### src/hdl/i2a_pkg.sv
package i2a_pkg;

	localparam int unsigned BIN_W  = 32;
	localparam int unsigned NDIG   = 10;            // decimal digits of a 32-bit magnitude
	localparam int unsigned DIG_W  = 4 * NDIG;
	localparam int unsigned DCNT_W = 4;
	localparam int unsigned CHAR_W = 8;
	localparam int unsigned FW_W   = 6;

	localparam logic [CHAR_W-1:0] CH_ZERO  = 8'h30;
	localparam logic [CHAR_W-1:0] CH_MINUS = 8'h2D;
	localparam logic [CHAR_W-1:0] CH_SPACE = 8'h20;
	localparam logic [CHAR_W-1:0] CH_UPPER = 8'h41;
	localparam logic [CHAR_W-1:0] CH_LOWER = 8'h61;
	localparam logic [3:0]        RADIX10  = 4'd10;

	typedef enum logic [1:0] {
		SEL_MINUS,
		SEL_PAD,
		SEL_DIGIT
	} ch_sel_t;

	typedef struct packed {
		logic              load;       // capture a new word
		logic              step;       // one double-dabble step
		logic              emit;       // write one character to the output register
		ch_sel_t           sel;
		logic [DCNT_W-1:0] digit_idx;
		logic              last;
	} i2a_cmd_t;

	typedef struct packed {
		logic              out_free;
		logic              early_sign; // minus goes ahead of zero padding
		logic              text_sign;  // minus sits just before the digits
		logic              right;
		logic [DCNT_W-1:0] ndig;
	} i2a_sts_t;

endpackage

### src/hdl/integer_to_ascii_formatter_core.sv
// Integer to ASCII formatter (printf-style %d / %u / %x / %X with width and padding).
//
// Input channel (in_valid/in_ready): one word per conversion: value, base_hex, is_signed,
// upper_case, field_width, pad_mode. in_ready is high only while no conversion is running.
// Output channel (out_valid/out_ready): one ASCII character per word, last set on the final
// character. The count is max(text length, saturated field_width), 1 to MAX_WIDTH.
//
// Sequence: decimal runs a bit-serial double-dabble over the 32 magnitude bits, then a
// sizing state; hex skips the conversion and goes straight to sizing. Characters then
// leave at one per cycle from a single output register while out_ready stays high. A new
// word can be accepted as soon as the last character sits in the output register.
//
// A stalled receiver (out_ready low) holds the output register and the sequencer emits no
// further character until it drains; nothing is dropped.
// Reset (arst_n low) returns the sequencer to idle and clears out_valid; any conversion in
// flight is discarded.
module integer_to_ascii_formatter_core import i2a_pkg::*; #(
	parameter int unsigned MAX_WIDTH = 32
) (
	input  logic                    clk,
	input  logic                    arst_n,
	input  logic                    in_valid,
	output logic                    in_ready,
	input  logic signed [BIN_W-1:0] value,
	input  logic                    base_hex,
	input  logic                    is_signed,
	input  logic                    upper_case,
	input  logic [FW_W-1:0]         field_width,
	input  logic [1:0]              pad_mode,
	output logic                    out_valid,
	input  logic                    out_ready,
	output logic [CHAR_W-1:0]       character,
	output logic                    last
);

	localparam int unsigned PW = $clog2(MAX_WIDTH + 1);

	i2a_cmd_t      cmd;
	i2a_sts_t      sts;
	logic [PW-1:0] pad_cnt;

	i2a_ctrl #(
		.MAX_WIDTH(MAX_WIDTH)
	) u_ctrl (
		.clk      (clk),
		.arst_n   (arst_n),
		.in_valid (in_valid),
		.in_ready (in_ready),
		.base_hex (base_hex),
		.sts      (sts),
		.pad_cnt  (pad_cnt),
		.cmd      (cmd)
	);

	i2a_dpath #(
		.MAX_WIDTH(MAX_WIDTH)
	) u_dpath (
		.clk         (clk),
		.arst_n      (arst_n),
		.value       (value),
		.base_hex    (base_hex),
		.is_signed   (is_signed),
		.upper_case  (upper_case),
		.field_width (field_width),
		.pad_mode    (pad_mode),
		.cmd         (cmd),
		.sts         (sts),
		.pad_cnt     (pad_cnt),
		.character   (character),
		.last        (last),
		.out_valid   (out_valid),
		.out_ready   (out_ready)
	);

endmodule

### src/hdl/i2a_ctrl.sv
module i2a_ctrl import i2a_pkg::*; #(
	parameter int unsigned MAX_WIDTH = 32
) (
	input  logic                                clk,
	input  logic                                arst_n,
	input  logic                                in_valid,
	output logic                                in_ready,
	input  logic                                base_hex,
	input  i2a_sts_t                            sts,
	input  logic [$clog2(MAX_WIDTH+1)-1:0]      pad_cnt,
	output i2a_cmd_t                            cmd
);

	localparam int unsigned PW = $clog2(MAX_WIDTH + 1);

	typedef enum logic [2:0] {
		ST_IDLE,
		ST_CONV,
		ST_SIZE,
		ST_SIGN,
		ST_LPAD,
		ST_TSIGN,
		ST_DIGIT,
		ST_RPAD
	} state_t;

	state_t            state_q;
	state_t            first_st;
	state_t            nxt_emit;
	logic [4:0]        bit_cnt_q;
	logic [PW-1:0]     pad_q;
	logic [DCNT_W-1:0] dig_q;
	logic              tsign_q;
	logic              right_q;
	logic              emitting;
	logic              emit_go;

	assign in_ready = (state_q == ST_IDLE);
	assign emitting = (state_q == ST_SIGN) || (state_q == ST_LPAD) || (state_q == ST_TSIGN) ||
	                  (state_q == ST_DIGIT) || (state_q == ST_RPAD);
	assign emit_go  = emitting && sts.out_free;

	always_comb begin
		if (sts.early_sign)
			first_st = ST_SIGN;
		else if (!sts.right && pad_cnt != '0)
			first_st = ST_LPAD;
		else if (sts.text_sign)
			first_st = ST_TSIGN;
		else
			first_st = ST_DIGIT;
	end

	// state that follows the character emitted now; idle means it was the last one
	always_comb begin
		case (state_q)
			ST_SIGN: begin
				nxt_emit = (!right_q && pad_q != '0) ? ST_LPAD : ST_DIGIT;
			end
			ST_LPAD: begin
				if (pad_q == PW'(1))
					nxt_emit = tsign_q ? ST_TSIGN : ST_DIGIT;
				else
					nxt_emit = ST_LPAD;
			end
			ST_TSIGN: begin
				nxt_emit = ST_DIGIT;
			end
			ST_DIGIT: begin
				if (dig_q == DCNT_W'(1))
					nxt_emit = (right_q && pad_q != '0) ? ST_RPAD : ST_IDLE;
				else
					nxt_emit = ST_DIGIT;
			end
			ST_RPAD: begin
				nxt_emit = (pad_q == PW'(1)) ? ST_IDLE : ST_RPAD;
			end
			default: begin
				nxt_emit = ST_IDLE;
			end
		endcase
	end

	always_comb begin
		cmd           = '0;
		cmd.load      = in_valid && in_ready;
		cmd.step      = (state_q == ST_CONV);
		cmd.emit      = emit_go;
		cmd.last      = (nxt_emit == ST_IDLE);
		cmd.digit_idx = dig_q - DCNT_W'(1);
		case (state_q)
			ST_SIGN, ST_TSIGN: cmd.sel = SEL_MINUS;
			ST_LPAD, ST_RPAD:  cmd.sel = SEL_PAD;
			default:           cmd.sel = SEL_DIGIT;
		endcase
	end

	always_ff @(posedge clk or negedge arst_n) begin
		if (!arst_n) begin
			state_q   <= ST_IDLE;
			bit_cnt_q <= '0;
			pad_q     <= '0;
			dig_q     <= '0;
			tsign_q   <= 1'b0;
			right_q   <= 1'b0;
		end else begin
			case (state_q)
				ST_IDLE: begin
					if (in_valid) begin
						bit_cnt_q <= 5'd31;
						state_q   <= base_hex ? ST_SIZE : ST_CONV;
					end
				end
				ST_CONV: begin
					bit_cnt_q <= bit_cnt_q - 5'd1;
					if (bit_cnt_q == 5'd0)
						state_q <= ST_SIZE;
				end
				ST_SIZE: begin
					pad_q   <= pad_cnt;
					dig_q   <= sts.ndig;
					tsign_q <= sts.text_sign;
					right_q <= sts.right;
					state_q <= first_st;
				end
				default: begin
					if (emit_go) begin
						if (state_q == ST_LPAD || state_q == ST_RPAD)
							pad_q <= pad_q - PW'(1);
						if (state_q == ST_DIGIT)
							dig_q <= dig_q - DCNT_W'(1);
						state_q <= nxt_emit;
					end
				end
			endcase
		end
	end

endmodule

### src/hdl/i2a_dpath.sv
module i2a_dpath import i2a_pkg::*; #(
	parameter int unsigned MAX_WIDTH = 32
) (
	input  logic                                clk,
	input  logic                                arst_n,
	input  logic signed [BIN_W-1:0]             value,
	input  logic                                base_hex,
	input  logic                                is_signed,
	input  logic                                upper_case,
	input  logic [FW_W-1:0]                     field_width,
	input  logic [1:0]                          pad_mode,
	input  i2a_cmd_t                            cmd,
	output i2a_sts_t                            sts,
	output logic [$clog2(MAX_WIDTH+1)-1:0]      pad_cnt,
	output logic [CHAR_W-1:0]                   character,
	output logic                                last,
	output logic                                out_valid,
	input  logic                                out_ready
);

	localparam int unsigned PW = $clog2(MAX_WIDTH + 1);
	localparam int unsigned CW = (PW > FW_W) ? PW : FW_W;

	logic [BIN_W-1:0]  mag_q;
	logic [DIG_W-1:0]  dig_q;
	logic              neg_q;
	logic              upper_q;
	logic              zeros_q;
	logic              right_q;
	logic [PW-1:0]     width_q;
	logic [CHAR_W-1:0] character_q;
	logic              last_q;
	logic              out_valid_q;

	logic [BIN_W-1:0]  raw;
	logic              neg_in;
	logic [PW-1:0]     width_sat;
	logic [DIG_W-1:0]  adj;
	logic [DCNT_W-1:0] ndig;
	logic              early;
	logic              tsign;
	logic [DCNT_W-1:0] tlen;
	logic [PW-1:0]     w2;
	logic [3:0]        dsel;
	logic [CHAR_W-1:0] ch;

	assign raw    = value;
	assign neg_in = is_signed && !base_hex && raw[BIN_W-1];

	always_comb begin
		if (CW'(field_width) > CW'(MAX_WIDTH))
			width_sat = PW'(MAX_WIDTH);
		else
			width_sat = PW'(field_width);
	end

	// add-3 correction on every BCD nibble ahead of the shift
	always_comb begin
		for (int i = 0; i < NDIG; i++) begin
			if (dig_q[4*i +: 4] >= 4'd5)
				adj[4*i +: 4] = dig_q[4*i +: 4] + 4'd3;
			else
				adj[4*i +: 4] = dig_q[4*i +: 4];
		end
	end

	// digit count, at least one so that zero prints as a single '0'
	always_comb begin
		ndig = DCNT_W'(1);
		for (int i = 1; i < NDIG; i++) begin
			if (dig_q[4*i +: 4] != 4'd0)
				ndig = DCNT_W'(i + 1);
		end
	end

	assign early   = neg_q && zeros_q && (width_q != '0);
	assign tsign   = neg_q && !early;
	assign tlen    = ndig + DCNT_W'(tsign);
	assign w2      = width_q - PW'(early);
	assign pad_cnt = (w2 > PW'(tlen)) ? (w2 - PW'(tlen)) : '0;

	assign sts.out_free   = !out_valid_q || out_ready;
	assign sts.early_sign = early;
	assign sts.text_sign  = tsign;
	assign sts.right      = right_q;
	assign sts.ndig       = ndig;

	assign dsel = dig_q[4*cmd.digit_idx +: 4];

	always_comb begin
		case (cmd.sel)
			SEL_MINUS: ch = CH_MINUS;
			SEL_PAD:   ch = zeros_q ? CH_ZERO : CH_SPACE;
			SEL_DIGIT: begin
				if (dsel < RADIX10)
					ch = CH_ZERO + CHAR_W'(dsel);
				else
					ch = (upper_q ? CH_UPPER : CH_LOWER) + CHAR_W'(dsel - RADIX10);
			end
			default:   ch = CH_SPACE;
		endcase
	end

	always_ff @(posedge clk) begin
		if (cmd.load) begin
			mag_q   <= neg_in ? (BIN_W'(0) - raw) : raw;
			dig_q   <= base_hex ? DIG_W'(raw) : '0;
			neg_q   <= neg_in;
			upper_q <= upper_case;
			zeros_q <= pad_mode[1];
			right_q <= pad_mode[0];
			width_q <= width_sat;
		end else if (cmd.step) begin
			dig_q <= {adj[DIG_W-2:0], mag_q[BIN_W-1]};
			mag_q <= {mag_q[BIN_W-2:0], 1'b0};
		end
		if (cmd.emit) begin
			character_q <= ch;
			last_q      <= cmd.last;
		end
	end

	always_ff @(posedge clk or negedge arst_n) begin
		if (!arst_n)
			out_valid_q <= 1'b0;
		else if (cmd.emit)
			out_valid_q <= 1'b1;
		else if (out_ready)
			out_valid_q <= 1'b0;
	end

	assign character = character_q;
	assign last      = last_q;
	assign out_valid = out_valid_q;

endmodule

### config.mk
export PLATFORM = sky130hd
export DESIGN_NAME = integer_to_ascii_formatter_core
export DESIGN_NICKNAME = d
export VERILOG_FILES = /design/src/hdl/i2a_pkg.sv /design/src/hdl/integer_to_ascii_formatter_core.sv /design/src/hdl/i2a_ctrl.sv /design/src/hdl/i2a_dpath.sv
export SDC_FILE = /design/constraint.sdc
export NUM_CORES = 1
export LEC_CHECK = 0
export ABC_AREA = 0
export BUFFER_PORTS_ARGS = -buffer_cell sky130_fd_sc_hd__buf_2
export CAP_MARGIN = 0
export CORE_ASPECT_RATIO = 1.2
export CORE_MARGIN = 2
export CORE_UTILIZATION = 45
export CTS_CLUSTER_SIZE = 20
export DETAILED_ROUTE_END_ITERATION = 6
export SLEW_MARGIN = 30
export SYNTH_ARGS = -nofsm -noshare
export SYNTH_HDL_FRONTEND = slang
export SYNTH_SLANG_ARGS = --single-unit
### constraint.sdc
create_clock -name clk -period 5.1 [get_ports clk]
set_input_delay 1.02 -clock clk [delete_from_list [all_inputs] [get_ports clk]]
set_output_delay 1.02 -clock clk [all_outputs]
set_load 0.01 [all_outputs]
==> flow_summary.ini, run 1 <==
[power]
clkPwrFrac_pct = 14.0
seqPwrFrac_pct = 37.6
power.internal_mw = 2.86
vdd_drop_max_uv = 223
leakagePower_nw = 3.28
switching_power_mw = 2.10
p_comb_share_pct = 48.4
netSwitchingFraction_pct = 42.3
powerDensity_nw_per_um2 = 585

[grt]
antenna_found_initial = 0
use_met3_pct = 2.35
grt_max_degree = 62
grt_pass1_vias = 5983
grt-ovfl-total = 0
grt_first_pass_wirelength_um = 29100
grt_usage_pct = 20.0
top_usage_layer = met2
met2_usage_pct = 34.0
use_met1_pct = 25.7

[clock_network]
worst_skew_pair.late_latency_ps = 360
cts_tree = done
cts-root-buf = clkbuf_16
cts_resized = 0
cts_made_buffers = 9
cts_max_path_buffers = 2
path_clk_slew_ps = 70
cts.sinks = 112
post_cts_buffers = 0
cts_htree_levels = 3
holdBufCountCts = 0

[placed_design]
gp_congestion = 0.875
dp.final_hpwl_um = 13200
port_buffers = 57

[sta]
relSlewSlack_pct = 39.7
hold_viol_final = 0
finalCritPeriodShare_pct = 80.6
rsz0062_at_grt = no
final.setup.tns_ps = 0
final-setup-viol-count = 0
worst_pin_slew_ps = 905
max_freq_mhz = 243
clock_skew_ps = 10.2
slew_viol_final = 0
hold_slack_ps = 507
min_period_ps = 4110

[yosys]
ys_async_sr_fraction_pct = 18.8
yosys-top-cells-area = edfxtp_1, ha_1, dfrtp_1
ys_ff_latch = 112
synth_area_leader_cell = edfxtp_1
synth_cell_type_count = 64
syn_inst = 822
syn_avg_cell_area_um2 = 9.39
synth_top_area_share_pct = 35.4
yosysWarnings = 0
synthFlopType = edfxtp_1
ys_seq_area_share_pct = 42.2
synth.net_count = 914
syn_area_um2 = 7720
synth_edf_count = 91

[detailed_routing]
drc = 0
dr.pass1.iters = 6
vias = 6165
drtAntennaViolNets = 0
wl_per_cell_um = 16.3
first_iter_violations = 403
viasPerCell = 5.68
routed_wl_um = 17700

[worst_setup_path]
cp-end-kind = flip-flop
critPathArrivalTime_ps = 4320
path_max_fanout = 4
path_class = reg -> reg
critPathLaunchType = flip-flop
critical_path_required_ps = 5320

[cells_and_area]
diodes = 0
drive_above_1_share_pct = 11.7
finalNetCount = 956
fin_util_pct = 50.2
multi_input_area_um2 = 4110
seq_area_um2 = 3260
fillers = 1574
area_delta_synth_final_pct = 9.69

[flow_run]
maxCapViolCount = 0

[die]
coreArea_um2 = 16900
io-pin-count = 58
die_y_um = 147
rows = 52
dieArea_um2 = 18200
die_x_um = 124
start_util_pct = 45.8

[min_path]
hold_class = reg -> reg

[status]
status = completed
[power by group through the flow]
stage               logic (mW)  clock network, mW  registers [mW]
global placement          2.32                  0            1.86
detailed placement        2.40                  0            1.88
floorplan                 1.92                  0            1.76
finish                    2.40              0.692            1.86
CTS                       2.41              0.709            1.86
global route              2.72              0.743            1.92
[stage by stage]
step / area, µm² / setup WS (ps) / std cells / total power [mW]
final: 8470 / 992 / 1085 / 4.96
after global routing: 8470 / 599 / 1085 / 5.38
after CTS: 8460 / 1010 / 1085 / 4.99
after detailed placement: 8180 / 1040 / 1069 / 4.28
after global placement: 8180 / 1160 / 1069 / 4.18
after floorplan: 7720 / 1390 / 822 / 3.68
[kinds of logic (layout without fill, tap and decap cells)]
family	Yosys count	after routing	share of synthesized area, %
XOR/XNOR	66	66	7.49
multiplexers	20	20	4.17
buffers and inverters	90	137	4.73
flip-flops	112	112	42.2
AO/OA/AOI/OAI	208	208	15.6
AND/OR/NAND/NOR	281	281	18.4
adder cells (fa/ha/maj)	45	45	7.39
[flip-flops by register name, summed over array words and instances (netlist names)]
signal	count
u_ctrl.pad_q	6
u_dpath.character	8
u_dpath.last	1
u_ctrl.tsign_q	1
u_ctrl.bit_cnt_q	5
u_dpath.zeros_q	1
u_dpath.neg_q	1
u_dpath.upper_q	1
u_dpath.out_valid	1
u_dpath.right_q	1
u_dpath.mag_q	32
u_dpath.width_q	6
u_ctrl.dig_q	4
u_dpath.dig_q	40
u_ctrl.right_q	1
u_ctrl.state_q	3
[critical path, cell delays in order (launching register included)]
cell,delay (ps)
edfxtp_1,430
inv_1,120
ha_1,210
or3b_2,470
a31oi_1,140
o21ai_0,80
a21boi_0,280
nor2_1,80
ha_1,200
ha_1,270
inv_1,70
ha_1,300
nor2b_1,130
o21ai_0,330
a21boi_0,210
o211a_1,280
nor4_1,200
o221ai_1,170
[routing by layer]
metal	vias up	routed length, µm
met3	41	642
met5	-	0
met2	164	8790
met4	0	527
li1	3045	-
met1	2915	7720
[cell type report]
cell class,count,area share [%]
clock buffers,9,2.66
clock inverters,7,0.665
inverters,57,2.53
multi-input cells,620,48.5
flip-flops and latches,112,38.5
well taps,216,3.19
repair buffers,64,3.99
[worst paths after layout]
path	slack [ps]	endpoint	startpoint	cells past startpoint
max	990	u_ctrl.state_q[0]	u_dpath.dig_q[16]	17
min	510	u_ctrl.tsign_q	u_ctrl.tsign_q	2
max reg2reg	990	u_ctrl.state_q[0]	u_dpath.dig_q[16]	17
min reg2reg	510	u_ctrl.tsign_q	u_ctrl.tsign_q	2
max in group asynchronous	4100	u_ctrl.pad_q[1]	arst_n	1
min in group asynchronous	640	u_ctrl.pad_q[4]	arst_n	1
[Yosys cell counts, types with 12 or more instances]
cell type / count
nor2_1: 59
nor3_1: 17
xnor2_1: 40
o21ai_0: 88
edfxtp_1: 91
nor3b_1: 16
nand2b_1: 15
ha_1: 44
nand2_1: 82
a21oi_1: 57
dfrtp_1: 21
a31oi_1: 12
o31ai_1: 14
clkbuf_1: 25
inv_1: 57
nand3_1: 43
xor2_1: 26
[layout by cell type (no fill, tap or decap), types with 5 or more instances in the layout]
cell type,netlist,final
a21oi_1,57,57
a31oi_1,12,12
buf_2,0,57
buf_4,1,7
clkbuf_16,0,9
dfrtp_1,21,21
edfxtp_1,91,91
ha_1,44,44
inv_1,57,56
mux2i_1,10,10
mux4_1,5,5
nand2_1,82,80
nand2b_1,15,15
nand3_1,43,43
nor2_1,59,59
nor2b_1,11,11
nor3_1,17,17
nor3b_1,16,16
nor4_1,9,9
o21ai_0,88,88
o31ai_1,14,14
xnor2_1,40,40
xor2_1,26,26
Note: power is estimated with default switching activity, not from simulation.
==> inputs of run 2 (changes only) <==
--- a/config.mk
+++ b/config.mk
@@ -5,7 +5,7 @@
 export SDC_FILE = /design/constraint.sdc
 export NUM_CORES = 1
 export LEC_CHECK = 0
-export ABC_AREA = 0
+export ABC_AREA = 1
 export BUFFER_PORTS_ARGS = -buffer_cell sky130_fd_sc_hd__buf_2
 export CAP_MARGIN = 0
 export CORE_ASPECT_RATIO = 1.2
==> constraint.sdc (replaced) <==
create_clock -name clk -period 3.7 [get_ports clk]
set_input_delay 0.74 -clock clk [delete_from_list [all_inputs] [get_ports clk]]
set_output_delay 0.74 -clock clk [all_outputs]
set_load 0.01 [all_outputs]
==> flow_summary.ini, run 2 <==
[yosys]
yosys-top-cells-area = edfxtp_1, nand2_1, inv_1
synth_edf_count = 91
syn_avg_cell_area_um2 = 8.03
synth.net_count = 1083
ys_async_sr_fraction_pct = 18.8
yosysWarnings = 0
synth_cell_type_count = 50
synth_most_common_cell = nand2_1
syn_inst = 991
ys_seq_area_share_pct = 40.9
synth_area_leader_cell = edfxtp_1
ys_ff_latch = 112
syn_area_um2 = 7960
ys_top_cells_by_count = nand2_1, inv_1, o21ai_0, nor2_1, edfxtp_1
synth_top_area_share_pct = 34.3
synthFlopType = edfxtp_1

[die]
die_y_um = 150
coreArea_um2 = 17400
rows = 53
die_x_um = 125
io-pin-count = 58
dieArea_um2 = 18800
start_util_pct = 45.6

[clock_network]
worst_skew_pair.late_latency_ps = 360
cts_htree_levels = 3
cts_max_path_buffers = 2
cts_tree = done
cts.sinks = 112
cts-root-buf = clkbuf_16
path_clk_slew_ps = 80
holdBufCountCts = 0
cts_made_buffers = 9

[placed_design]
dp.cells = 1248
gp_congestion = 0.835
dp.final_hpwl_um = 14000
port_buffers = 57

[worst_setup_path]
critical_path_required_ps = 4000
cp-end-kind = flip-flop
cp-startpoint = u_dpath.dig_q[4]
path_max_fanout = 7
critPathLaunchType = flip-flop
r2r_end = u_ctrl.state_q[0]
critPathArrivalTime_ps = 3630
path_class = reg -> reg
endpoint = u_ctrl.state_q[0]
r2r_cells = 27
reg2reg_from = u_dpath.dig_q[4]
regToRegSetupSlack_ps = 370

[cells_and_area]
fin_util_pct = 50.0
area_delta_synth_final_pct = 9.61
diodes = 0
seq_area_um2 = 3260
largest_register_ffs = 40
final_cells = 1265
final_common_cell = nand2_1
fillers = 1742
drive_above_1_share_pct = 12.5
layout_common_cells = nand2_1, inv_1, o21ai_0
multi_input_area_um2 = 3920
finalNetCount = 1133
top_register = u_dpath.dig_q

[sta]
max_freq_mhz = 301
clock_skew_ps = 9.11
finalCritPeriodShare_pct = 89.9
worst_pin_slew_ps = 732
final-setup-viol-count = 0
relSlewSlack_pct = 51.2
slew_viol_final = 0
min_period_ps = 3330
final.setup.tns_ps = 0
hold_viol_final = 0

[status]
status = completed

[detailed_routing]
first_iter_violations = 398
viasPerCell = 5.24
dr.pass1.iters = 5
wl_per_cell_um = 14.7
routed_wl_um = 18500
vias = 6631
drtAntennaViolNets = 0
drc = 0

[power]
vdd_drop_max_uv = 307
powerDensity_nw_per_um2 = 712
leakagePower_nw = 3.90
power.total_mw = 6.21

[grt]
grt_pass1_vias = 6373
antenna_found_initial = 0
grt_usage_pct = 20.6
grt_first_pass_wirelength_um = 31100
grt-ovfl-total = 0
grt_max_degree = 79

[flow_run]
maxCapViolCount = 0

[min_path]
hold_class = in -> async
[run 2: cell count changes after synthesis, sizes merged, moves of 21 or more]
cell and change:
clkbuf -22, nor2 +46, inv +114, xnor2 -35, o21ai +30, nand3 +25
a21oi -21, nand2 +92
[run 2: routing by layer]
metal / wire length, µm / GRT usage, %
met5: 0 / 0
met3: 427 / 2.32
met1: 8390 / 25.4
met4: 261 / 6.22
met2: 9470 / 37.9
[run 2: worst min path at each step]
stage / start / endpoint / depth (start not counted)
floorplan: arst_n / u_ctrl.bit_cnt_q[0] / 0
global placement: u_ctrl.bit_cnt_q[0] / u_ctrl.bit_cnt_q[0] / 1
detailed placement: u_ctrl.bit_cnt_q[0] / u_ctrl.bit_cnt_q[0] / 1
CTS: arst_n / u_ctrl.pad_q[2] / 1
global route: arst_n / u_ctrl.pad_q[2] / 1
finish: arst_n / u_ctrl.pad_q[3] / 1
[run 2: area by class of cell]
class	count	area share (%)
multi-input cells	682	44.9
repair buffers	65	4.10
flip-flops and latches	112	37.4
clock buffers	9	2.58
well taps	220	3.16
inverters	171	7.36
clock inverters	6	0.516
[run 2: kinds of logic (layout without fill, tap and decap cells)]
| kind of cell | Yosys count | after routing | synth area share, % |
|---|---|---|---|
| xor gates and xnor gates | 39 | 39 | 4.48 |
| DFF | 112 | 112 | 40.9 |
| AOI/OAI and AO/OA | 225 | 225 | 16.9 |
| buffers and inverters | 197 | 251 | 10.0 |
| adders and majority gates | 45 | 45 | 7.17 |
| and+or+nand+nor | 373 | 373 | 20.5 |
[run 2: through the flow]
step                hold WS, ps  worst slack [ps]  instance area, µm²
finish                      348               375                8720
global route                382           -0.0115                8720
CTS                         362               280                8690
detailed placement          489               324                8420
global placement            484               392                8420
floorplan                   444               653                7960
[run 2: power by group]
part	switching, mW	internal (mW)	leakage (nW)
Combinational	2.02	1.10	2.70
Clock	0.480	0.457	0.126
Sequential	0.236	1.92	1.07
[run 2: worst max-delay path: stages (launching register included)]
cell      delay [ps]
edfxtp_1         390
inv_1             90
ha_1             220
inv_1             90
nor2_1            60
o21ai_1          110
nand2_1           70
nand2_1           60
nand2_1           40
nand2_1           70
a21oi_2           70
ha_1             210
ha_1             280
inv_1             60
fa_1             430
nand2_1           70
nand2_1           60
nand2_2           80
nor2_1            40
nor2_1           100
nand2_2          100
o21ai_0          100
nand2_1           90
o21ai_2          150
nand2_1           70
nand3_1           60
nand2_1           50
inv_1             40
[run 2: what timing repair did]
action,in CTS,in global routing
setup buffers,0,2
setup endpoints to repair,0,2
hold endpoints to repair,0,0
resized for setup,0,5
